==> src/rtl/bqsf_pkg.sv <==
// Package for the biquadratic shape function unit.
// Holds fixed field widths, opcodes, node factor tables and shared types.
// No dependencies.
package bqsf_pkg;

    // Fixed field widths
    localparam int IN_W  = 16;
    localparam int OUT_W = 18;
    localparam int SQ_W  = 2 * IN_W;
    localparam int NODES = 9;

    // Output saturation limits
    localparam int OUT_MAX = 131071;
    localparam int OUT_MIN = -131072;

    // Opcodes
    localparam logic [1:0] OP_DCSI  = 2'd1;
    localparam logic [1:0] OP_DETA  = 2'd2;
    localparam logic [1:0] OP_DZETA = 2'd3;

    typedef logic [1:0]                opcode_t;
    typedef logic signed [IN_W-1:0]    coord_t;
    typedef logic signed [OUT_W-1:0]   node_t;
    typedef logic signed [SQ_W-1:0]    square_t;
    typedef logic [1:0]                fsel_t;

    // Per-coordinate factor control: derivative instead of value, or force zero
    typedef struct packed {
        logic deriv;
        logic zero;
    } factor_ctl_t;

    // One-dimensional factor index per node, csi side and eta side
    localparam fsel_t CSI_SEL [NODES] = '{2'd0, 2'd2, 2'd2, 2'd0, 2'd1, 2'd2, 2'd1, 2'd0, 2'd1};
    localparam fsel_t ETA_SEL [NODES] = '{2'd0, 2'd0, 2'd2, 2'd2, 2'd0, 2'd1, 2'd2, 2'd1, 2'd1};

    // Width of a rounded 1-D factor: |L| <= 2^(30-F) + 2^F + 1, |D| <= 2^16
    function automatic int factor_w(input int frac);
        int big;
        big = (30 - frac > frac) ? (30 - frac) : frac;
        return big + 3;
    endfunction

endpackage

==> src/rtl/bqsf_node.sv <==
// Stages 3 and 4 for one node: factor product, then rounding and saturation.
// Depends on bqsf_pkg.
module bqsf_node import bqsf_pkg::*;
#(
    parameter int FRAC_BITS = 14,
    parameter int FW        = factor_w(FRAC_BITS)
)
(
    input  logic                 clk,
    input  logic                 en,
    input  logic signed [FW-1:0] a,
    input  logic signed [FW-1:0] b,
    output node_t                node_reg
);

    localparam int PW = 2 * FW;
    localparam logic signed [PW-1:0] SAT_HI = PW'(OUT_MAX);
    localparam logic signed [PW-1:0] SAT_LO = PW'(OUT_MIN);
    localparam logic signed [PW-1:0] HALF   = PW'(1) << (FRAC_BITS - 1);

    logic signed [PW-1:0] prod_reg;
    logic signed [PW-1:0] prod_next;
    logic signed [PW-1:0] rnd_w;
    node_t                node_next;

    assign prod_next = PW'(a) * PW'(b);

    // Round to nearest, ties away from zero
    assign rnd_w = (prod_reg + HALF - $signed({{(PW-1){1'b0}}, prod_reg[PW-1]})) >>> FRAC_BITS;

    // Saturate to the result range
    always_comb
    begin
        priority if (rnd_w > SAT_HI)
            node_next = SAT_HI[OUT_W-1:0];
        else if (rnd_w < SAT_LO)
            node_next = SAT_LO[OUT_W-1:0];
        else
            node_next = rnd_w[OUT_W-1:0];
    end

    always_ff @(posedge clk)
    begin
        if (en)
        begin
            prod_reg <= prod_next;
            node_reg <= node_next;
        end
    end

endmodule

==> config.mk <==
export PLATFORM = sky130hd
export DESIGN_NAME = bqsf_node
export DESIGN_NICKNAME = d
export VERILOG_FILES = /design/src/rtl/bqsf_pkg.sv /design/src/rtl/bqsf_node.sv
export SDC_FILE = /design/constraint.sdc
export NUM_CORES = 1
export LEC_CHECK = 0
export ABC_AREA = 1
export BUFFER_PORTS_ARGS = -buffer_cell sky130_fd_sc_hd__buf_2
export CAP_MARGIN = 20
export CORE_UTILIZATION = 60
export DETAILED_ROUTE_END_ITERATION = 7
export PLACE_DENSITY = 0.85
export SETUP_SLACK_MARGIN = 0.5
export SKIP_LAST_GASP = 1
export SLEW_MARGIN = 20
export SYNTH_ARGS = -nofsm -noshare
export SYNTH_HDL_FRONTEND = slang
export SYNTH_SLANG_ARGS = --single-unit
==> constraint.sdc <==
create_clock -name clk -period 8.6 [get_ports clk]
set_input_delay 1.72 -clock clk [delete_from_list [all_inputs] [get_ports clk]]
set_output_delay 1.72 -clock clk [all_outputs]
set_load 0.05 [all_outputs]
Word level (Yosys, flattened, before mapping)
Index checks and enable logic that the tools add are counted.
Storage, ports and cells
  flip-flop bits (word level): 56
  input bits: 40
  output and inout bits: 18
Operators by class
  add/subtract/negate cells: 2
  $mul: 1
  order comparisons: 2
  mux-type cells: 1
Operators with widths (number)
  $add 38x15->38 const B: 1
  $mul 19x19->38: 1
  $sub 38x2->38: 1
  $gt 24x18->1 const B: 1
  $lt 24x18->1 const B: 1
  $mux 18: 1

Depth between registers and ports, before layout
  word-level depth: 4
  depth in mapped cells: 28

Worst setup path before layout
OpenSTA, ideal clock, no wires.
  kind: input to register
  from: input port a[18]
  to: register prod_reg[36] (data pin)
  arrival time: 7389 ps
  data required time: 8348 ps
  path slack: 959 ps
  cell stages on the path: 23
  buffers on the path: 2
  cells stage by stage: clkbuf_1 clkbuf_1 nand2_1 fa_1 inv_1 fa_1 inv_1 fa_1 fa_1 inv_1 fa_1 fa_1 ha_1 ha_1 nand2_1 nor4_1 nand3_1 nand2_1 nand2_1 o211ai_1 nand2_1 nand3_1 nand2_1
Between the ends
  longest elaborated chain between the ends: 1
Ends and longest elaborated chain
  start, declared: line bqsf_node.sv:11  | input logic signed [FW-1:0] a,
  $mul 19x19->38: line bqsf_node.sv:26  | assign prod_next = PW'(a) * PW'(b);
  via prod_next[36]: line bqsf_node.sv:22  | logic signed [PW-1:0] prod_next;
  end signal, assigned: line bqsf_node.sv:46  | prod_reg <= prod_next;
  end, declared: line bqsf_node.sv:21  | logic signed [PW-1:0] prod_reg;
The timed path passes the listed nets, and every way through them passes these cells.
A chain may end at the register's enable or synchronous reset.

Worst setup path in the final report
  from: input port a[18]
  to: register prod_reg[37] (data pin)
The elaborated chain is that of the path after synthesis.

==> results by group <==
Synthesis
  • Synth Warn #: 0
  • Ys flop type: edfxtp_1
  • Syn Inst Count: 2268
  • Unique cell type count in the Yosys netlist: 40
  • Post-synth top cells: 659 x inv_1, 588 x nand2_1, 369 x fa_1, 149 x ha_1, 84 x nor2_1
  • Mapped cell area: 0.01806 mm^2
  • Sequential area share after synthesis: 9.313%
  • Cell with the most instances after synthesis: inv_1
  • Syn Nets: 2826
  • Share of the synthesized area in the top cell type: 40.91%
  • Cell taking the most area after synthesis: fa_1
  • Synth top area cells: fa_1 41%, inv_1 14%, nand2_1 12%, ha_1 10%, edfxtp_1 9.3%
  • EDFF count, synth: 56
  • Post-synthesis register bit count: 56
  • Post-synthesis async set-or-reset flop share: 0%
  • Post-Syn Area per Cell: 7.961 um^2

Die
  • Row count: 63
  • Core area: 0.02964 mm^2
  • Die Y: 175.5 um
  • Boundary Pins: 58
  • Die Wd: 175.5 um
  • Initial core utilization: 60.92%
  • Full die area: 0.03079 mm^2

Drt
  • M1 WL: 16.66 mm
  • DRT Wirelength: 41.81 mm
  • DR WL/cell: 15.78 um
  • Met3 wire length: 3.845 mm
  • Residual DRC: 0
  • Vias post-DR: 13.95k
  • Detail Route Antenna Nets: 0
  • DRT Pass-1 Iters: 6
  • Met2 WL: 20.32 mm
  • Via/cell ratio: 5.264
  • Initial drt markers: 1068
  • Highest routed layer: met4

CTS
  • Clock Path Buffers: 2
  • Sink Count: 56
  • Worst-path clk slew: 70 ps
  • CTS tree: built
  • Total CTS buffers: 5
  • H-tree depth: 2
  • PostCTS Resize Cnt: 0
  • Postcts setup bufs: 0
  • Root Driver: clkbuf_16
  • Clk_lat worst skew: 300 ps
  • Hold Buf Count CTS: 0

Timing
  • Worst slew margin: 50.53%
  • Final Hold Fails: 0
  • Final setup viols: 0
  • Max frequency: 0.1294 GHz
  • Tmin final: 7729 ps
  • Max-slew violations: 0
  • Skew final: 4.265 ps
  • Actual slew at the worst max-slew pin: 734.3 ps
  • Fin Hold WS: 911.1 ps
  • Final cycle utilization of the critical path: 89.87%
  • Min setup slack post-route: 871.5 ps
  • Unrepaired setup endpoints after global routing: false
  • Setup TNS: 0 ps

Cells and area
  • Synth-to-layout area growth: 3.562%
  • NumNets Final: 2817
  • Antenna Cells: 0
  • Number of flip-flops in the largest register: 38
  • Final Util: 63.09%
  • Fraction of layout cells with a size suffix above 1: 4.381%

Run
  • Max Cap Violations: 0

Worst setup path
  • Worst Path Required: 8640 ps
  • R2r setup slk: 5860 ps
  • CP Class: in2reg
  • CP startpoint kind: primary input
  • Critical-path maximum fanout: 19
  • Crit end category: register
  • Worst Path Arrival: 7770 ps

Run status
  • Status: completed

Placement
  • Port bufs: 57
  • Gp weighted congestion: 0.9139
  • Pre-CTS WS: 530.6 ps
  • Post-DP HPWL: 35.80 mm

GRT
  • Largest net degree at the start of global routing: 57
  • Gr usage total: 28.66%
  • First-pass GRT wire length: 70.44 mm
  • Grt ovf: 0
  • Initial antenna violation count: 1
  • Vias in the first global route: 15.11k

Min path
  • Worst min path class: reg2reg
logic make-up (layout without fill, tap and decap cells):
group	after synthesis	count (layout)	share of synthesized area, %
simple gates	745	745	16.50
buf+inv	741	733	15.51
fa+ha+maj	518	518	51.24
compound gates	148	148	4.490
xor+xnor	60	60	2.952
flops	56	56	9.313
stage by stage:
step,area [um^2],std cells
after floorplan,18060,2268
after global placement,18550,2642
after detailed placement,18550,2642
after CTS,18700,2650
after global routing,18700,2650
final,18700,2650
cell type report:
type / instances / area [um^2]
clock buffer: 6 / 128.9
timing repair buffer: 61 / 317.8
inverter: 664 / 2492
fill: 2499 / 10940
tap: 390 / 488.0
multi-input combinational: 1471 / 13570
clock inverter: 2 / 16.27
sequential: 56 / 1682
cells in the final DEF (no fill, tap or decap), types with 5 or more instances in the layout:
cell type    n
nor2_2       5
nand2_2      8
nand3_1     21
nor3_1      12
edfxtp_1    56
clkbuf_16    5
xnor2_1     25
o21ai_0     33
o21ai_1      5
ha_1       149
xor2_1      34
buf_2       56
nor2_1      84
nand2_1    588
nand4_1      9
a21o_1       6
o21bai_1     6
fa_1       369
inv_1      659
a21oi_1     82
metal layers:
layer	GRT usage (%)	up-vias
li1	-	6505
met2	50.03	699
met3	3.874	103
met4	8.841	0
met1	37.12	6642
met5	0	-
critical path, stage by stage:
cell      delay (ps)
buf_2            340
nand2_1          220
fa_1             680
inv_1            130
fa_1             520
inv_1             90
fa_1             670
inv_1            250
fa_1             540
inv_1             60
fa_1             540
inv_1             50
fa_1             430
ha_1             290
ha_1             400
nand2_1          100
nor3_1           270
nand2_1          140
nor2_1           120
a211oi_1          60
nand2_1          100
xnor2_1           60
final timing paths:
path	depth (start not counted)	endpoint	start
min	3	node_reg[17]	prod_reg[36]
max reg2reg	14	node_reg[8]	prod_reg[14]
min reg2reg	3	node_reg[17]	prod_reg[36]
max	22	prod_reg[37]	a[18]
Power is left out: the tool's default activity adds up to more than one toggle a clock period on the data nets, which glitch-free logic cannot reach.
