**src/rtl/bqsf_pkg.sv**
```systemverilog
// Package for the biquadratic shape function unit.
// Holds fixed field widths, opcodes, node factor tables and shared types.
// No dependencies.
package bqsf_pkg;

    // Fixed field widths
    localparam int IN_W  = 16;
    localparam int OUT_W = 18;
    localparam int SQ_W  = 2 * IN_W;
    localparam int NODES = 9;

    // Output saturation limits
    localparam int OUT_MAX = 131071;
    localparam int OUT_MIN = -131072;

    // Opcodes
    localparam logic [1:0] OP_DCSI  = 2'd1;
    localparam logic [1:0] OP_DETA  = 2'd2;
    localparam logic [1:0] OP_DZETA = 2'd3;

    typedef logic [1:0]                opcode_t;
    typedef logic signed [IN_W-1:0]    coord_t;
    typedef logic signed [OUT_W-1:0]   node_t;
    typedef logic signed [SQ_W-1:0]    square_t;
    typedef logic [1:0]                fsel_t;

    // Per-coordinate factor control: derivative instead of value, or force zero
    typedef struct packed {
        logic deriv;
        logic zero;
    } factor_ctl_t;

    // One-dimensional factor index per node, csi side and eta side
    localparam fsel_t CSI_SEL [NODES] = '{2'd0, 2'd2, 2'd2, 2'd0, 2'd1, 2'd2, 2'd1, 2'd0, 2'd1};
    localparam fsel_t ETA_SEL [NODES] = '{2'd0, 2'd0, 2'd2, 2'd2, 2'd0, 2'd1, 2'd2, 2'd1, 2'd1};

    // Width of a rounded 1-D factor: |L| <= 2^(30-F) + 2^F + 1, |D| <= 2^16
    function automatic int factor_w(input int frac);
        int big;
        big = (30 - frac > frac) ? (30 - frac) : frac;
        return big + 3;
    endfunction

endpackage

```
**src/rtl/bqsf_square.sv**
```systemverilog
// Stage 1 of the shape function pipeline: squares of both coordinates.
// Depends on bqsf_pkg.
module bqsf_square import bqsf_pkg::*;
(
    input  logic    clk,
    input  logic    en,
    input  opcode_t opcode,
    input  coord_t  csi,
    input  coord_t  eta,
    output opcode_t op_reg,
    output coord_t  csi_reg,
    output coord_t  eta_reg,
    output square_t sq_csi_reg,
    output square_t sq_eta_reg
);

    square_t sq_csi_next;
    square_t sq_eta_next;

    // One 16x16 multiplier per coordinate
    assign sq_csi_next = SQ_W'(csi) * SQ_W'(csi);
    assign sq_eta_next = SQ_W'(eta) * SQ_W'(eta);

    always_ff @(posedge clk)
    begin
        if (en)
        begin
            op_reg     <= opcode;
            csi_reg    <= csi;
            eta_reg    <= eta;
            sq_csi_reg <= sq_csi_next;
            sq_eta_reg <= sq_eta_next;
        end
    end

endmodule

```
**config.mk**
```make
export PLATFORM = sky130hd
export DESIGN_NAME = bqsf_square
export DESIGN_NICKNAME = d
export VERILOG_FILES = /design/src/rtl/bqsf_pkg.sv /design/src/rtl/bqsf_square.sv
export SDC_FILE = /design/constraint.sdc
export NUM_CORES = 1
export LEC_CHECK = 0
export BUFFER_PORTS_ARGS = -buffer_cell sky130_fd_sc_hd__buf_2
export CELL_PAD_IN_SITES_DETAIL_PLACEMENT = 1
export CELL_PAD_IN_SITES_GLOBAL_PLACEMENT = 1
export CORE_UTILIZATION = 46
export DETAILED_ROUTE_END_ITERATION = 8
export PLACE_DENSITY = 0.77
export SLEW_MARGIN = 40
export SYNTH_ARGS = -nofsm -noshare
export SYNTH_HDL_FRONTEND = slang
export SYNTH_SLANG_ARGS = --single-unit
```
**constraint.sdc**
```tcl
create_clock -name clk -period 17.3 [get_ports clk]
set_input_delay 0.865 -clock clk [delete_from_list [all_inputs] [get_ports clk]]
set_output_delay 0.865 -clock clk [all_outputs]
set_load 0.03 [all_outputs]
```
# [After elaboration in Yosys (flattened, before gate mapping)]
# Index checks and enable logic that the tools add are counted.
[totals] latch_bits=0 n_memories=0 inputBits=36 wordCells=7 romBits=0 mem_bits_rw=0 ff_bits=98
[classes] shift=0 mux=0 n_lt_le_gt_ge=0 div=0 n_addsub=0 mul=2 reduce_logical=0 eq_ne=0 bitwise=0
[ops] cell="multiplier 16 x 16 -> 32 bit" n=2

# [Depth between registers and ports, before layout]
[depth] ltp_word=1 mapped_depth=24 mapped_depth_nobuf=23

# [Least setup slack after synthesis]
# Ideal clock, no wire load.
[synth_timing] path_kind="input to register" startpoint="input port csi[15]" endpoint="register sq_csi_reg[31], data pin" required_time_ns=17.040 slack_ns=10.312 setup_time_ns=0.260 stages=21 t_arrival_ns=6.728 path_buffers=2 path_cell_list="clkbuf_1 > clkbuf_1 > nand2_1 > fa_1 > inv_1 > fa_1 > fa_1 > fa_1 > fa_1 > inv_1 > fa_1 > inv_1 > ha_1 > a21o_1 > nor2_1 > o31ai_1 > o32a_1 > o41a_1 > a211o_1 > a21oi_2 > xnor2_1"
[synth_via] elab_chain_cells=1
[synth_rtl] element="from (decl)" line_no="bqsf_square.sv:8" source="input coord_t csi,"
[synth_rtl] element="multiplier 16 x 16 -> 32 bit" line_no="bqsf_square.sv:21" source="assign sq_csi_next = SQ_W'(csi) * SQ_W'(csi);"
[synth_rtl] element="net sq_csi_next[31]" line_no="bqsf_square.sv:17" source="square_t sq_csi_next;"
[synth_rtl] element="to (signal assigned)" line_no="bqsf_square.sv:31" source="sq_csi_reg <= sq_csi_next;"
[synth_rtl] element="to (decl)" line_no="bqsf_square.sv:13" source="output square_t sq_csi_reg,"
# The timed path passes the listed nets, and every way through them passes these cells.
# A chain may end at the register's enable or synchronous reset.

# [Final worst setup path]
[layout_timing] startpoint="input port eta[15]" endpoint="register sq_eta_reg[31], data pin"
[layout_via] elab_chain_cells=1
[layout_rtl] element="from (decl)" line_no="bqsf_square.sv:9" source="input coord_t eta,"
[layout_rtl] element="multiplier 16 x 16 -> 32 bit" line_no="bqsf_square.sv:22" source="assign sq_eta_next = SQ_W'(eta) * SQ_W'(eta);"
[layout_rtl] element="net sq_eta_next[31]" line_no="bqsf_square.sv:18" source="square_t sq_eta_next;"
[layout_rtl] element="to (signal assigned)" line_no="bqsf_square.sv:32" source="sq_eta_reg <= sq_eta_next;"
[layout_rtl] element="to (decl)" line_no="bqsf_square.sv:14" source="output square_t sq_eta_reg"
# The timed path passes the listed nets, and every way through them passes these cells.

==> results.py <==
metrics = {
    "placed_design": {
        "port_buffers": 131,
        "pre_cts_ws_ns": 9.246,
        "place_inst": 2765,
        "dpl.hpwl_mm": 43.09,
        "place_congestion": 0.8734,
        "placed_cell_area_um2": 22050,
    },
    "detailed_routing": {
        "drt_drc_violations_left": 0,
        "num_vias": 14122,
        "ant_nets": 0,
        "via_per_inst": 5.078,
        "routed_wl_mm": 50.81,
        "drtPass1Iterations": 5,
        "routedWlPerCell_um": 18.27,
        "drt_iter0_drc": 612,
    },
    "yosys": {
        "ys_ff_latch": 94,
        "synth_ff_type": "edfxtp_1",
        "synth_edf_count": 94,
        "postSynth.asyncResetShare_pct": 0,
        "avgSynthCellArea_um2": 9.967,
        "synthCells": 2091,
        "yosysMostFrequentCell": "inv_1",
        "netlist_top_cells_area": "fa_1, edfxtp_1, inv_1",
        "ys_types": 59,
        "synth_top_area_share_pct": 44.86,
        "synth_area_um2": 20840,
        "seq_area_frac_synth_pct": 13.54,
        "ys_warn_count": 0,
        "synth_area_leader_cell": "fa_1",
        "synthTopCellsByCount": "inv_1, fa_1, ha_1, nand2_1, edfxtp_1",
    },
    "critical_path": {
        "critPathKind": "in -> reg",
        "cp.required_ns": 17.45,
        "cp-end-kind": "register",
        "crit_arrival_ns": 7.85,
        "cp-start-kind": "primary input",
        "crit_fanout": 24,
    },
    "cells_and_area": {
        "n_antenna_cell": 0,
        "area_delta_synth_final_pct": 7.247,
        "fin_cells": 2781,
        "layout-drive-gt1-share_pct": 7.629,
        "nNetsFinal": 2866,
        "finish.instance_area_um2": 22350,
    },
    "clock_network": {
        "cts_inserted_buffers": 9,
        "cts_hold_buf": 0,
        "root_buffer": "clkbuf_16",
        "ctsHtreeMaxLevel": 3,
        "ctsResizeCount": 0,
        "postCtsSetupRepairBufs": 0,
        "cts_sinks": 94,
        "cts_buffer_depth": 2,
        "path_clk_slew_ns": 0.09,
        "cts_tree": "yes",
    },
    "floorplanning": {
        "start_util_pct": 46.92,
        "die_h_um": 214.9,
        "die_x_um": 214.9,
        "coreArea_um2": 44410,
        "io_pins": 134,
        "dieArea_um2": 46160,
        "std_cell_rows": 77,
    },
    "timing": {
        "finalCritPeriodShare_pct": 44.48,
        "setup_tns_ns": 0,
        "finalCriticalPeriod_ns": 7.695,
        "finalWorstSetupSlack_ns": 9.605,
        "max_slew_margin_pct": 51.16,
        "rsz0062_at_grt": "false",
        "slew_violations": 0,
        "fmax_mhz": 130.0,
        "hold_viol_final": 0,
        "worstMarginPinSlew_ns": 0.7326,
        "setup_viol": 0,
    },
    "global_route": {
        "overflow": 0,
        "grt_max_degree": 50,
        "antenna_found_initial": 0,
        "grt_pass1_vias": 16553,
        "grt.total_usage_pct": 23.75,
        "grt_pass1_wl_mm": 84.99,
    },
    "job": {
        "maxCapViolations": 0,
    },
    "min_path": {
        "hp-class": "in -> reg",
    },
    "run_status": {
        "outcome": "finished clean",
    },
}
## path summary, 6_finish.rpt
path	startpoint	to	cells after the start
worst max-delay path	eta[15]	sq_eta_reg[31]$_DFFE_PP_	20
worst min-delay path	opcode[0]	op_reg[0]$_DFFE_PP_	1
## worst max-delay path: stages
cell and delay, ns:
buf_2 0.38, inv_1 0.36, nor2_1 0.34, fa_1 0.60, fa_1 0.66, inv_1 0.18
fa_1 0.53, fa_1 0.59, fa_1 0.43, fa_1 0.49, inv_1 0.04, ha_1 0.40
a21o_1 0.24, a21o_1 0.18, a211oi_1 0.39, nand2_1 0.12, a311o_1 0.42, a211oi_1 0.34
nor3_1 0.10, nand3b_1 0.17
## cell families (layout without fill, tap and decap cells)
| logic type | Yosys count | after routing | share of synthesized area [%] |
|---|---|---|---|
| multiplexers | 3 | 3 | 0.1501 |
| AND/OR/NAND/NOR | 399 | 399 | 8.832 |
| XOR/XNOR | 82 | 82 | 3.446 |
| AO/OA/AOI/OAI | 174 | 174 | 5.866 |
| flip-flops | 94 | 94 | 13.54 |
| adder cells (fa/ha/maj) | 646 | 646 | 55.61 |
| other | 1 | 2 | 0.01799 |
| buffers and inverters | 692 | 789 | 12.54 |
## stage by stage
stage,utilization (%),hold slack (ns)
3_5_place_dp,49.64,1.046
4_1_cts,50.32,0.6270
5_1_grt,50.32,0.6424
6_report,50.32,0.6531
3_3_place_gp,49.64,1.046
2_1_floorplan,-,0.9639
## cell usage in the layout, fill, tap and decap left out, drive strengths merged, types with 3 or more instances in the layout
cell type / count
ha: 179
clkinv: 4
inv: 642
a41o: 4
nand2: 174
a31oi: 5
o21a: 5
o21ai: 22
nor3: 10
a211oi: 6
edfxtp: 94
a21boi: 7
fa: 467
a21oi: 44
buf: 133
clkbuf: 9
o211ai: 5
a31o: 9
xnor2: 66
o21bai: 6
and3: 9
nand2b: 9
xor2: 16
o31ai: 3
a21o: 30
nor2b: 7
a221oi: 5
a211o: 5
nand4: 5
nor2: 84
or2: 5
nand3: 10
and2: 79
## per-layer routing
| layer | GRT usage, % | vias to the layer above | share of wire [%] |
|---|---|---|---|
| met5 | 0 | - | 0 |
| li1 | - | 6375 | - |
| met2 | 41.45 | 248 | 52 |
| met3 | 2.845 | 84 | 3.5 |
| met4 | 8.810 | 0 | 2.9 |
| met1 | 30.28 | 7415 | 41 |
## final cells by class
cell class              count  area (um^2)
multi-input cells        1306        15410
fillers                  5002        22060
repair buffers            133        673.1
inverters                 640         2402
clock buffers               9        225.2
well taps                 592        740.7
clock inverters             7        77.57
flip-flops and latches     94         2823
Power is left out: the tool's default activity adds up to more than one toggle a clock period on the data nets, which glitch-free logic cannot reach.
