File: src/rtl/bqsf_pkg.sv
// Package for the biquadratic shape function unit.
// Holds fixed field widths, opcodes, node factor tables and shared types.
// No dependencies.
package bqsf_pkg;

    // Fixed field widths
    localparam int IN_W  = 16;
    localparam int OUT_W = 18;
    localparam int SQ_W  = 2 * IN_W;
    localparam int NODES = 9;

    // Output saturation limits
    localparam int OUT_MAX = 131071;
    localparam int OUT_MIN = -131072;

    // Opcodes
    localparam logic [1:0] OP_DCSI  = 2'd1;
    localparam logic [1:0] OP_DETA  = 2'd2;
    localparam logic [1:0] OP_DZETA = 2'd3;

    typedef logic [1:0]                opcode_t;
    typedef logic signed [IN_W-1:0]    coord_t;
    typedef logic signed [OUT_W-1:0]   node_t;
    typedef logic signed [SQ_W-1:0]    square_t;
    typedef logic [1:0]                fsel_t;

    // Per-coordinate factor control: derivative instead of value, or force zero
    typedef struct packed {
        logic deriv;
        logic zero;
    } factor_ctl_t;

    // One-dimensional factor index per node, csi side and eta side
    localparam fsel_t CSI_SEL [NODES] = '{2'd0, 2'd2, 2'd2, 2'd0, 2'd1, 2'd2, 2'd1, 2'd0, 2'd1};
    localparam fsel_t ETA_SEL [NODES] = '{2'd0, 2'd0, 2'd2, 2'd2, 2'd0, 2'd1, 2'd2, 2'd1, 2'd1};

    // Width of a rounded 1-D factor: |L| <= 2^(30-F) + 2^F + 1, |D| <= 2^16
    function automatic int factor_w(input int frac);
        int big;
        big = (30 - frac > frac) ? (30 - frac) : frac;
        return big + 3;
    endfunction

endpackage

File: src/rtl/bqsf_factor.sv
// Stage 2: the three one-dimensional factors of one coordinate.
// Lagrange values L0, L1, L2 or derivatives D0, D1, D2, rounded. Depends on bqsf_pkg.
module bqsf_factor import bqsf_pkg::*;
#(
    parameter int FRAC_BITS = 14,
    parameter int FW        = factor_w(FRAC_BITS)
)
(
    input  logic                 clk,
    input  logic                 en,
    input  factor_ctl_t          ctl,
    input  coord_t               x,
    input  square_t              sq,
    output logic signed [FW-1:0] fac_reg [3]
);

    localparam int NW = 2 * FRAC_BITS + 20;

    // Round to nearest, ties away from zero: (v + h - sign) >>> k
    function automatic logic signed [NW-1:0] rnd(input logic signed [NW-1:0] v, input int k);
        logic signed [NW-1:0] h;
        logic signed [NW-1:0] s;
        h = NW'(1) << (k - 1);
        s = {{(NW-1){1'b0}}, v[NW-1]};
        return (v + h - s) >>> k;
    endfunction

    logic signed [NW-1:0] sq_w;
    logic signed [NW-1:0] xf_w;
    logic signed [NW-1:0] one2_w;
    logic signed [NW-1:0] l0_w;
    logic signed [NW-1:0] l1_w;
    logic signed [NW-1:0] l2_w;
    logic signed [FW-1:0] x_f;
    logic signed [FW-1:0] half_f;
    logic signed [FW-1:0] fac_next [3];

    // Numerators x^2 -/+ x*one and one^2 - x^2
    assign sq_w   = {{(NW-SQ_W){sq[SQ_W-1]}}, sq};
    assign xf_w   = {{(NW-IN_W){x[IN_W-1]}}, x} <<< FRAC_BITS;
    assign one2_w = NW'(1) << (2 * FRAC_BITS);

    assign l0_w = rnd(sq_w - xf_w, FRAC_BITS + 1);
    assign l2_w = rnd(sq_w + xf_w, FRAC_BITS + 1);
    assign l1_w = rnd(one2_w - sq_w, FRAC_BITS);

    // Derivatives are exact
    assign x_f    = {{(FW-IN_W){x[IN_W-1]}}, x};
    assign half_f = FW'(1) << (FRAC_BITS - 1);

    // Factor selection
    always_comb
    begin
        priority if (ctl.zero)
        begin
            fac_next[0] = '0;
            fac_next[1] = '0;
            fac_next[2] = '0;
        end
        else if (ctl.deriv)
        begin
            fac_next[0] = x_f - half_f;
            fac_next[1] = -(x_f <<< 1);
            fac_next[2] = x_f + half_f;
        end
        else
        begin
            fac_next[0] = l0_w[FW-1:0];
            fac_next[1] = l1_w[FW-1:0];
            fac_next[2] = l2_w[FW-1:0];
        end
    end

    always_ff @(posedge clk)
    begin
        if (en)
        begin
            fac_reg[0] <= fac_next[0];
            fac_reg[1] <= fac_next[1];
            fac_reg[2] <= fac_next[2];
        end
    end

endmodule

File: config.mk
export PLATFORM = sky130hd
export DESIGN_NAME = bqsf_factor
export DESIGN_NICKNAME = d
export VERILOG_FILES = /design/src/rtl/bqsf_pkg.sv /design/src/rtl/bqsf_factor.sv
export SDC_FILE = /design/constraint.sdc
export NUM_CORES = 1
export LEC_CHECK = 0
export BUFFER_PORTS_ARGS = -buffer_cell sky130_fd_sc_hd__buf_2
export CORE_ASPECT_RATIO = 1.75
export CORE_UTILIZATION = 55
export DETAILED_ROUTE_END_ITERATION = 6
export PLACE_DENSITY_LB_ADDON = 0.1
export REMOVE_ABC_BUFFERS = 1
export SLEW_MARGIN = 20
export SYNTH_ARGS = -nofsm -noshare
export SYNTH_HDL_FRONTEND = slang
export SYNTH_SLANG_ARGS = --single-unit
File: constraint.sdc
create_clock -name clk -period 7.5 [get_ports clk]
set_input_delay 0.75 -clock clk [delete_from_list [all_inputs] [get_ports clk]]
set_output_delay 0.75 -clock clk [all_outputs]
set_load 0.05 [all_outputs]
-- Word-level counts from Yosys, hierarchy flattened
Cells that the tools add are included.
- word-level logic and storage cells: 16
- memory bits (read-only): 0
- latch bits: 0
- memories kept: 0
- bits of input ports: 52
- memory bits (writable): 0
- output and inout port bits: 57
- flip-flop bits (word level): 57
- multipliers: 0
- multiplexer cells: 1
- add/subtract/negate cells: 12
- divide/modulo/power cells: 0
- order comparisons: 0
- bitwise logic cells: 0
- shift operators: 0
- equal/unequal tests: 0
- reduce and logical (&&, ||, !) cells: 0
- operator list (cell ; number):
    33-bit by 16-bit adder with 34-bit output, second input constant ; 2
    34-bit by 2-bit subtractor with 34-bit output ; 2
    57-bit 2-to-1 mux ; 1
    32-bit by 30-bit adder with 33-bit output ; 1
    33-bit by 15-bit adder with 33-bit output, second input constant ; 1
    30-bit by 32-bit subtractor with 33-bit output, first input constant ; 1
    32-bit by 30-bit subtractor with 33-bit output ; 1
    33-bit by 2-bit subtractor with 33-bit output ; 1
    17-bit negator with 19-bit output ; 1
    16-bit by 15-bit adder with 17-bit output, second input constant ; 1
    16-bit by 15-bit subtractor with 17-bit output, second input constant ; 1

-- Logic depth before layout (Yosys ltp)
Gate-level depths: netlist (run 1).
- depth in word-level cells: 4
- mapped depth: 25

-- Worst setup path before layout (run 1)
OpenSTA, ideal clock, no wires.
- kind: input to register
- start point: input x[2]
- end point: register fac_reg[51] (netlist name), data pin
- stages: 22
- buffers on the path: 2
- data required time: 7.243 ns
- slack: 2.835 ns
- arrival: 4.408 ns
- path through: inv_1 ha_1 clkbuf_1 o21ai_0 a21boi_0 o21ai_0 a21oi_1 o21ai_0 a21oi_1 nor2_1 xnor2_1 inv_1 ha_1 clkbuf_1 a21o_1 a21o_1 a21o_1 a21o_1 a31oi_1 a21boi_0 or3_1 a32o_1
- cells in the longest elaborated chain, start to end: 4
- RTL lines (element ; RTL line ; text):
    start, declared ; bqsf_factor.sv:12 ; input coord_t x,
    32-bit by 30-bit subtractor with 33-bit output ; bqsf_factor.sv:43 ; assign l0_w = rnd(sq_w - xf_w, FRAC_BITS + 1);
    33-bit by 16-bit adder with 34-bit output ; bqsf_factor.sv:25 ; return (v + h - s) >>> k;
    34-bit by 2-bit subtractor with 34-bit output ; bqsf_factor.sv:25 ;
    57-bit 2-to-1 mux * ; bqsf_factor.sv:60 ; else if (ctl.deriv)
    end, declared ; bqsf_factor.sv:14 ; output logic signed [FW-1:0] fac_reg [3]
Every way passes the cells marked *; elsewhere a longest branch is shown, timed or not.
A chain may end at the register's enable or synchronous reset.

-- Worst setup path after layout (run 1)
- start point: input sq[14]
- end point: register fac_reg[56] (netlist name), data pin
- cells in the longest elaborated chain, start to end: 4
- RTL lines (element ; RTL line ; text):
    start, declared ; bqsf_factor.sv:13 ; input square_t sq,
    32-bit by 30-bit subtractor with 33-bit output * ; bqsf_factor.sv:43 ;
    33-bit by 16-bit adder with 34-bit output ; bqsf_factor.sv:25 ;
    34-bit by 2-bit subtractor with 34-bit output * ; bqsf_factor.sv:25 ;
    57-bit 2-to-1 mux * ; bqsf_factor.sv:60 ;
Marks and branches as above.

==> flow_metrics.env, run 1 <==
export IMPL_status="finished, final reports clean"
export IMPL_startpoint_type="input pin"
export IMPL_grt_busiest_layer="met2"
export IMPL_dieArea_um2=17100
export IMPL_crit_family="compound AO/OA/AOI/OAI gates"
export IMPL_drc=0
export IMPL_wirelength_mm=29.0
export IMPL_row_count=61
export IMPL_maxClockFrequency_mhz=199
export IMPL_netlist_area_um2=9120
export IMPL_cts_resized=0
export IMPL_ys_warn_count=0
export IMPL_synth_top_area_share_pct=18.8
export IMPL_holdPathEnd="fac_reg[20]$_SDFFCE_PP0P_"
export IMPL_holdPathStages=3
export IMPL_critPathMaxFanout=6
export IMPL_worstPathBufferInverterCount=3
export IMPL_grt_overflow_total=0
export IMPL_min_from="x[0]"
export IMPL_nFillCells=1489
export IMPL_start_util_pct=56.9
export IMPL_synth_edff_count=57
export IMPL_synth_distinct_cells=72
export IMPL_path_cells="buf_2 -> inv_1 -> ha_1 -> inv_1 -> fa_1 -> a211oi_1 -> o21ai_1 -> o2111a_1 -> or2_2 -> a21o_1 -> a21oi_1 -> o21bai_1 -> a21oi_1 -> o21bai_1 -> a21o_1 -> xnor2_1 -> ha_1 -> a21oi_1 -> o21ai_0 -> a2111oi_0 -> o21ai_0 -> o311ai_0"
export IMPL_critPathMostFrequentCell="a21oi_1"
export IMPL_cellLeakagePower_nw=4.68
export IMPL_gp_congestion=0.960
export IMPL_max_slew_margin_rel_pct=37.0
export IMPL_hold_class="in2reg"
export IMPL_worstSetupPathType="in2reg"
export IMPL_met3_usage_pct=4.20
export IMPL_io_pins=109
export IMPL_core_area_um2=16000
export IMPL_root_buffer="clkbuf_16"
export IMPL_dr_total_vias=9247
export IMPL_grt_pass1_vias=9013
export IMPL_fin_ws_ps=2470
export IMPL_post_dp_hpwl_mm=23.1
export IMPL_detail_route_antenna_nets=0
export IMPL_area_growth_pct=11.1
export IMPL_clk_pin_slew_ps=60
export IMPL_n_antenna_cell=0
export IMPL_largest_reg_flops=57
export IMPL_ys_seq_area_share_pct=18.8
export IMPL_dr_pass1_iters=5
export IMPL_yosys_area_top_type="edfxtp_1"
export IMPL_cpMaxStageDelayCell="a2111oi_0"
export IMPL_fin_crit_sh_pct=67.0
export IMPL_use_met2_pct=65.9
export IMPL_cts_tree="built"
export IMPL_synth_ff_type="edfxtp_1"
export IMPL_grt_pass1_wl_mm=44.4
export IMPL_rsz0062_at_grt="false"
export IMPL_numCtsBuffers=9
export IMPL_grt_usage_pct=34.0
export IMPL_vias_per_cell=6.36
export IMPL_fp_dieH_um=172
export IMPL_h_tree_depth=3
export IMPL_drt_iter0_drc=606
export IMPL_portBuffers=108
export IMPL_synth_area_per_cell_um2=7.80
export IMPL_async_reset_ff_share_pct=0
export IMPL_die_w_um=99.3
export IMPL_synth_seq_cells=57
export IMPL_cts_num_sinks=57
export IMPL_ir_worst_vdd_mv=0.107
export IMPL_grt_max_degree=58
export IMPL_nets=1447
export IMPL_maxCapViolations=0
export IMPL_tightestPinTransition_ps=921
export IMPL_end_kind="flop"
export IMPL_grt_antenna_before_repair=0
export IMPL_tns_ps=0
export IMPL_post_drt_wl_per_cell_um=20.0
export IMPL_drive_gt1_share_pct=11.9
export IMPL_postCtsHoldBufs=0
export IMPL_post_route_min_period_ps=5030
export IMPL_syn_inst=1169
export IMPL_hold_viol_final=0
export IMPL_max_stage_delay_ps=430
export IMPL_post_place_ws_ps=2150
export IMPL_setup_viol=0
export IMPL_maxSlewViolCount=0
export IMPL_grt_use_met1_pct=33.2
export IMPL_worstPathArrival_ps=5170
export IMPL_p_per_area_nw_per_um2=227
export IMPL_synth_area_top_cells="edfxtp_1 (19%), ha_1 (18%), xnor2_1 (7.5%)"
export IMPL_cts_setup_buffers=0
export IMPL_clockBufferDepth=2
export IMPL_critPathRequiredTime_ps=7640
-- report_power, final --
part | internal, W | switching [W] | leakage, nW | total [W]
sequential | 0.000415 | 0.0000101 | 0.549 | 0.000425
clock | 0.000291 | 0.000166 | 0.152 | 0.000457
combinational | 0.000506 | 0.000916 | 3.98 | 0.00142
total | 0.00121 | 0.00109 | 4.68 | 0.00230
-- cells in the final DEF (no fill, tap or decap), drive strengths merged, types with 10 or more instances in the layout --
cell type,instances
nand3,38
and3,12
a31oi,10
o211ai,14
nand2b,15
nand2,90
o22ai,16
a21oi,98
xor2,35
edfxtp,57
o21ai,65
nor4,12
o21bai,15
inv,126
xnor2,78
nor2,82
a211oi,15
or3,12
ha,134
a21o,40
buf,114
nor2b,18
nor3,23
-- metrics by stage --
stage	cell area [um^2]	total power [W]	utilization (%)	cells	hold slack, ps
2_1_floorplan	8980	0.00148	-	1134	862
3_3_place_gp	9810	0.00182	61.2	1437	1140
3_5_place_dp	9810	0.00182	61.2	1437	1140
4_1_cts	10100	0.00228	63.2	1453	781
5_1_grt	10100	0.00243	63.2	1453	820
6_report	10100	0.00230	63.2	1453	786
-- cell type report --
type | count | area, um^2 | area share, %
clock inverters | 7 | 93.8 | 0.927
flip-flops and latches | 57 | 1710 | 16.9
repair buffers | 114 | 586 | 5.78
multi-input cells | 952 | 6800 | 67.2
well taps | 189 | 236 | 2.34
inverters | 125 | 469 | 4.63
clock buffers | 9 | 225 | 2.22
-- Yosys cell counts (all sizes together), types with 8 or more instances --
| cell type | count |
|---|---|
| clkbuf | 34 |
| inv | 125 |
| o211ai | 14 |
| nand2 | 90 |
| a31oi | 10 |
| a21boi | 9 |
| nor2b | 18 |
| nor4 | 12 |
| and3 | 12 |
| or3 | 12 |
| nand3 | 38 |
| o2111ai | 8 |
| ha | 134 |
| a211o | 8 |
| nor2 | 82 |
| o21ai | 65 |
| a21oi | 98 |
| o21bai | 15 |
| a211oi | 15 |
| edfxtp | 57 |
| xnor2 | 78 |
| xor2 | 35 |
| o22ai | 16 |
| nor3 | 23 |
| nand2b | 15 |
| a21o | 40 |
| o21a | 8 |
| nand4 | 9 |
-- how the worst max path moves through the flow --
stage	from	end	slack, ps	depth (start not counted)
after floorplan	sq[14]	fac_reg[56]$_SDFFCE_PP0P_	2830	21
after global placement	sq[2]	fac_reg[37]$_SDFFCE_PP0P_	2210	21
after detailed placement	sq[2]	fac_reg[37]$_SDFFCE_PP0P_	2150	21
after CTS	sq[2]	fac_reg[37]$_SDFFCE_PP0P_	2500	21
after global routing	sq[14]	fac_reg[55]$_SDFFCE_PP0P_	2120	22
final	sq[14]	fac_reg[56]$_SDFFCE_PP0P_	2470	22
-- per-layer routing --
layer | up-vias | share of wire, % | wire [um]
met2 | 338 | 53 | 15500
met4 | 0 | 6.3 | 1830
li1 | 4417 | - | -
met1 | 4377 | 36 | 10300
met3 | 115 | 4.9 | 1410
met5 | - | 0 | 0
-- cell families after synthesis --
kind of cell | Yosys count | synth area share [%]
and+or+nand+nor | 346 | 18.8
muxes | 4 | 0.453
adders and majority gates | 136 | 18.8
buffers and inverters | 160 | 6.59
AOI/OAI and AO/OA | 353 | 25.7
DFF | 57 | 18.8
xor gates and xnor gates | 113 | 10.9
Power figures use the tool's default switching activity.
==> run 2: changes to the inputs <==
--- a/config.mk
+++ b/config.mk
@@ -5,6 +5,7 @@
 export SDC_FILE = /design/constraint.sdc
 export NUM_CORES = 1
 export LEC_CHECK = 0
+export ABC_AREA = 1
 export BUFFER_PORTS_ARGS = -buffer_cell sky130_fd_sc_hd__buf_2
 export CORE_ASPECT_RATIO = 1.75
 export CORE_UTILIZATION = 55
==> constraint.sdc (replaced) <==
create_clock -name clk -period 4.8 [get_ports clk]
set_input_delay 0.48 -clock clk [delete_from_list [all_inputs] [get_ports clk]]
set_output_delay 0.48 -clock clk [all_outputs]
set_load 0.05 [all_outputs]
==> flow_metrics.env, run 2 <==
export IMPL_status="finished, final reports clean"
export IMPL_sw_frac_of_total_pct=53.7
export IMPL_portBuffers=108
export IMPL_grt_max_degree=35
export IMPL_post_route_min_period_ps=4250
export IMPL_drt_iter0_drc=864
export IMPL_synth_distinct_cells=56
export IMPL_clockBufferDepth=2
export IMPL_critPathRequiredTime_ps=4900
export IMPL_dr_wl_met3_mm=2.32
export IMPL_wirelength_mm=41.1
export IMPL_worstPathArrival_ps=4350
export IMPL_cts_resized=0
export IMPL_clk_pin_slew_ps=60
export IMPL_multi_input_area_um2=7530
export IMPL_yosys_top_cells_count="nand2_1 (353), inv_1 (308), a21oi_1 (188), nor2_1 (188), ha_1 (134)"
export IMPL_synth_seq_cells=57
export IMPL_area_growth_pct=10.7
export IMPL_grt_usage_pct=41.5
export IMPL_synth_area_mux_share_pct=0
export IMPL_fin_crit_sh_pct=88.5
export IMPL_row_count=66
export IMPL_cts_num_sinks=57
export IMPL_nets=2015
export IMPL_ir_worst_vdd_mv=0.243
export IMPL_regArea_um2=1710
export IMPL_cellLeakagePower_nw=5.96
export IMPL_wl_met2_mm=20.6
export IMPL_p_sw_w=0.00207
export IMPL_synth_area_top_cells="edfxtp_1 (16%), ha_1 (16%), nand2_1 (13%)"
export IMPL_synth_most_common_cell="nand2_1"
export IMPL_root_buffer="clkbuf_16"
export IMPL_p_per_area_nw_per_um2=330
export IMPL_drc=0
export IMPL_finalHoldWorstSlack_ps=551
export IMPL_cts_tree="built"
export IMPL_die_w_um=107
export IMPL_top_layer_used="met4"
export IMPL_fp_dieH_um=185
export IMPL_dieArea_um2=19800
export IMPL_grt_pass1_wl_mm=61.5
export IMPL_maxCapViolations=0
export IMPL_gp_congestion=0.989
export IMPL_start_util_pct=56.6
export IMPL_final_common_cell="nand2_1"
export IMPL_synth_compound_area_share_pct=20.0
export IMPL_synth_simple_gate_area_share_pct=30.6
export IMPL_synth_ff_type="edfxtp_1"
export IMPL_netlist_area_um2=10600
export IMPL_p_seq_share_pct=17.0
export IMPL_async_reset_ff_share_pct=0
export IMPL_postCtsHoldBufs=0
export IMPL_dr_pass1_iters=5
export IMPL_detail_route_antenna_nets=0
export IMPL_internal_power_w=0.00179
export IMPL_largest_reg_flops=57
export IMPL_dr_total_vias=12300
export IMPL_synth_area_per_cell_um2=6.15
export IMPL_synth_top_family_by_area="simple AND/OR/NAND/NOR gates"
export IMPL_vias_per_cell=5.95
export IMPL_grt_pass1_vias=12200
export IMPL_startpoint_type="input pin"
export IMPL_layout_common_cells="nand2_1 (353), inv_1 (308), a21oi_1 (188), nor2_1 (187), ha_1 (134)"
export IMPL_syn_inst=1717
export IMPL_worstSetupPathType="in2reg"
export IMPL_io_pins=109
export IMPL_setup_viol=0
export IMPL_rsz0062_at_grt="false"
export IMPL_grt_overflow_total=0
export IMPL_post_dp_hpwl_mm=33.8
export IMPL_hold_viol_final=0
export IMPL_synth_edff_count=57
export IMPL_hold_class="in2reg"
export IMPL_maxClockFrequency_mhz=235
export IMPL_end_kind="flop"
export IMPL_nFillCells=1894
export IMPL_numCtsBuffers=9
export IMPL_synthXorXnorAreaFrac_pct=4.38
export IMPL_clkPwrFrac_pct=17.9
export IMPL_yosys_area_top_type="edfxtp_1"
export IMPL_maxSlewViolCount=0
export IMPL_share_comb_of_total_power_pct=65.1
export IMPL_critPathMaxFanout=7
export IMPL_yosys_area_share_adder_pct=16.2
export IMPL_post_drt_wl_per_cell_um=19.9
export IMPL_h_tree_depth=3
export IMPL_cts_setup_buffers=0
export IMPL_n_antenna_cell=0
export IMPL_wl_met1_mm=14.1
export IMPL_synth_top_area_share_pct=16.2
export IMPL_tightestPinTransition_ps=774
export IMPL_drive_gt1_share_pct=11.1
export IMPL_core_area_um2=18700
export IMPL_max_slew_margin_rel_pct=47.9
export IMPL_ys_warn_count=0
export IMPL_tns_ps=0
export IMPL_ys_seq_area_share_pct=16.2
export IMPL_grt_antenna_before_repair=0
## run 2: cell types whose count changed in the layout (fill, tap and decap cells not counted), sizes merged, moves of 15 or more
cell	before	now
inv	126	320
a21oi	98	191
nand2b	15	0
o21ai	65	123
xor2	35	50
nand2	90	372
nor2	82	195
xnor2	78	2
a21o	40	6
nor2b	18	0
nand3	38	106
## run 2: stage by stage
| stage | cells | util (%) | power, W | setup slack, ps | cell area [um^2] |
|---|---|---|---|---|---|
| global route | 2070 | 62.7 | 0.00411 | 220 | 11700 |
| floorplan | 1694 | - | 0.00238 | 929 | 10500 |
| global placement | 2054 | 61.1 | 0.00309 | 318 | 11400 |
| finish | 2070 | 62.7 | 0.00386 | 553 | 11700 |
| detailed placement | 2054 | 61.1 | 0.00310 | 291 | 11400 |
| CTS | 2070 | 62.7 | 0.00379 | 624 | 11700 |
## run 2: layer usage
metal / up-vias / GRT usage [%]
met4: 0 / 37.8
met1: 5676 / 40.2
met2: 594 / 76.3
met3: 198 / 4.19
li1: 5857 / -
met5: - / 0
## run 2: worst max-delay path, stage by stage
cell	delay (ps)
buf_2	130
inv_1	80
ha_1	430
inv_4	120
nand3_1	100
nand2_1	80
nand2_1	60
nand2_1	80
a21oi_1	100
o21ai_2	220
a21oi_1	110
o21ai_1	200
nand2_1	80
a31oi_1	240
xor2_1	290
inv_1	70
ha_1	380
nand2_1	140
nor2_1	330
nand4_1	250
nand2_1	160
nand2_1	60
nand3_1	90
nand2_1	60
## run 2: layout make-up
type	count	area share (%)
Inverter	323	10.4
Tap cell	238	2.55
Multi-Input combinational cell	1314	64.4
Clock buffer	10	1.96
Timing Repair Buffer	122	5.52
Sequential cell	57	14.6
Clock inverter	6	0.588
## run 2: power by group through the flow
stage	registers [W]	logic (W)	clock network [W]
final	0.000657	0.00251	0.000693
after global routing	0.000663	0.00274	0.000699
after CTS	0.000657	0.00245	0.000683
after detailed placement	0.000666	0.00243	0
after global placement	0.000666	0.00242	0
after floorplan	0.000904	0.00148	0
## run 2: path summary, 6_finish.rpt
path	end	slack, ps	from	cells past startpoint
hold / removal	fac_reg[40]$_SDFFCE_PP0P_	550	x[2]	3
setup / recovery	fac_reg[12]$_SDFFCE_PP0P_	550	x[2]	24
## run 2: cells by family after synthesis
kind of cell,Yosys count
flip-flops,57
XOR/XNOR,52
AND/OR/NAND/NOR,740
buffers and inverters,346
adder cells (fa/ha/maj),136
AO/OA/AOI/OAI,386
==> run 3: changes to the inputs <==
--- a/config.mk
+++ b/config.mk
@@ -7,8 +7,10 @@
 export LEC_CHECK = 0
 export ABC_AREA = 1
 export BUFFER_PORTS_ARGS = -buffer_cell sky130_fd_sc_hd__buf_2
+export CELL_PAD_IN_SITES_DETAIL_PLACEMENT = 1
+export CELL_PAD_IN_SITES_GLOBAL_PLACEMENT = 2
 export CORE_ASPECT_RATIO = 1.75
-export CORE_UTILIZATION = 55
+export CORE_UTILIZATION = 36
 export DETAILED_ROUTE_END_ITERATION = 6
 export PLACE_DENSITY_LB_ADDON = 0.1
 export REMOVE_ABC_BUFFERS = 1
==> constraint.sdc (replaced) <==
create_clock -name clk -period 5.3 [get_ports clk]
set_input_delay 0.53 -clock clk [delete_from_list [all_inputs] [get_ports clk]]
set_output_delay 0.53 -clock clk [all_outputs]
set_load 0.05 [all_outputs]
==> flow_metrics.env, run 3 (same netlist as run 2, synthesis figures left out) <==
export IMPL_cts_tree="built"
export IMPL_dieArea_um2=30100
export IMPL_layout_common_cells="nand2_1 (353), inv_1 (308), a21oi_1 (188), nor2_1 (187), ha_1 (134)"
export IMPL_fin_crit_sh_pct=86.6
export IMPL_cellLeakagePower_nw=5.95
export IMPL_power_w=0.00361
export IMPL_cts_num_sinks=57
export IMPL_numCtsBuffers=9
export IMPL_met3_usage_pct=3.08
export IMPL_status="finished, final reports clean"
export IMPL_cts_setup_buffers=0
export IMPL_io_pins=109
export IMPL_startpoint_type="input pin"
export IMPL_path_cells="buf_2 -> inv_1 -> ha_1 -> inv_4 -> a21oi_1 -> nand2_1 -> nand2_1 -> nand2_1 -> a21oi_1 -> o21ai_2 -> a21oi_1 -> o21ai_1 -> nand2_1 -> a31oi_1 -> xor2_1 -> ha_1 -> a21oi_1 -> o21ai_0 -> inv_1 -> o21ai_0 -> a31oi_1 -> nand2_1 -> nand2_1 -> o21ai_0"
export IMPL_root_buffer="clkbuf_16"
export IMPL_max_stage_delay_ps=470
export IMPL_post_route_min_period_ps=4590
export IMPL_end_kind="flop"
export IMPL_hold_class="in2reg"
export IMPL_grt_pass1_vias=12800
export IMPL_use_met2_pct=63.4
export IMPL_nFillCells=4017
export IMPL_dp_cells=2191
export IMPL_die_w_um=132
export IMPL_grt_antenna_before_repair=0
export IMPL_area_growth_pct=12.4
export IMPL_worstPathBufferInverterCount=4
export IMPL_critPathMaxFanout=7
export IMPL_tns_ps=0
export IMPL_row_count=82
export IMPL_grt_overflow_total=0
export IMPL_h_tree_depth=3
export IMPL_grt_max_degree=58
export IMPL_rsz0062_at_grt="false"
export IMPL_maxClockFrequency_mhz=218
export IMPL_drc=0
export IMPL_cts_resized=0
export IMPL_dr_total_vias=11900
export IMPL_post_dp_hpwl_mm=41.1
export IMPL_clockBufferDepth=2
export IMPL_ir_worst_vdd_mv=0.175
export IMPL_hold_viol_final=0
export IMPL_regArea_um2=1710
export IMPL_portBuffers=108
export IMPL_critPathMostFrequentCell="nand2_1"
export IMPL_dr_pass1_iters=5
export IMPL_crit_family="compound AO/OA/AOI/OAI gates"
export IMPL_post_drt_wl_per_cell_um=21.7
export IMPL_gp_congestion=0.937
export IMPL_grt_usage_pct=32.0
export IMPL_setup_viol=0
export IMPL_detail_route_antenna_nets=0
export IMPL_worstSetupPathType="in2reg"
export IMPL_max_slew_margin_rel_pct=40.4
export IMPL_fp_dieH_um=229
export IMPL_maxSlewViolCount=0
export IMPL_wirelength_mm=48.0
export IMPL_fin_cells=2207
export IMPL_tightestPinTransition_ps=894
export IMPL_final_common_cell="nand2_1"
export IMPL_vias_per_cell=5.39
export IMPL_cpMaxStageDelayCell="ha_1"
export IMPL_nets=2012
export IMPL_drt_iter0_drc=444
export IMPL_largest_reg_flops=57
export IMPL_multi_input_area_um2=7540
export IMPL_drive_gt1_share_pct=10.9
export IMPL_grt_use_met1_pct=29.9
export IMPL_final_util_pct=41.4
export IMPL_core_area_um2=28700
export IMPL_critPathRequiredTime_ps=5400
export IMPL_worstPathArrival_ps=4680
export IMPL_postCtsHoldBufs=0
export IMPL_p_per_area_nw_per_um2=304
export IMPL_maxCapViolations=0
export IMPL_clk_pin_slew_ps=60
export IMPL_grt_pass1_wl_mm=71.0
export IMPL_grt_busiest_layer="met2"
export IMPL_start_util_pct=36.8
export IMPL_n_antenna_cell=0
[run 3: layout make-up]
type                       instances  area share [%]
clock inverter                     7           0.790
timing repair buffer             119            5.25
inverter                         323            10.2
tap                              378            3.98
multi-input combinational       1314            63.4
clock buffer                       9            1.90
sequential                        57            14.4
[run 3: stage by stage]
step / hold slack (ps) / cell area [um^2] / setup WS, ps
6_report: 598 / 11900 / 710
2_1_floorplan: 642 / 10500 / 1380
4_1_cts: 581 / 11900 / 762
3_3_place_gp: 972 / 11600 / 420
3_5_place_dp: 970 / 11600 / 404
5_1_grt: 615 / 11900 / 385
[run 3: power by group]
part / leakage, nW / switching, W / internal, W
clock network: 0.153 / 0.000254 / 0.000411
registers: 0.549 / 0.0000184 / 0.000578
logic: 5.25 / 0.00166 / 0.000681
total: 5.95 / 0.00194 / 0.00167
[run 3: path summary, 6_finish.rpt]
kind / startpoint / slack (ps) / to / cells after the start
worst max-delay path: x[2] / 710 / fac_reg[11]$_SDFFCE_PP0P_ / 24
worst min-delay path: x[1] / 600 / fac_reg[39]$_SDFFCE_PP0P_ / 3
[run 3: metal layers]
metal | part of all wire [%] | vias up
li1 | - | 5850
met1 | 36 | 5688
met2 | 55 | 230
met3 | 2.3 | 118
met4 | 7.5 | 0
met5 | 0 | -
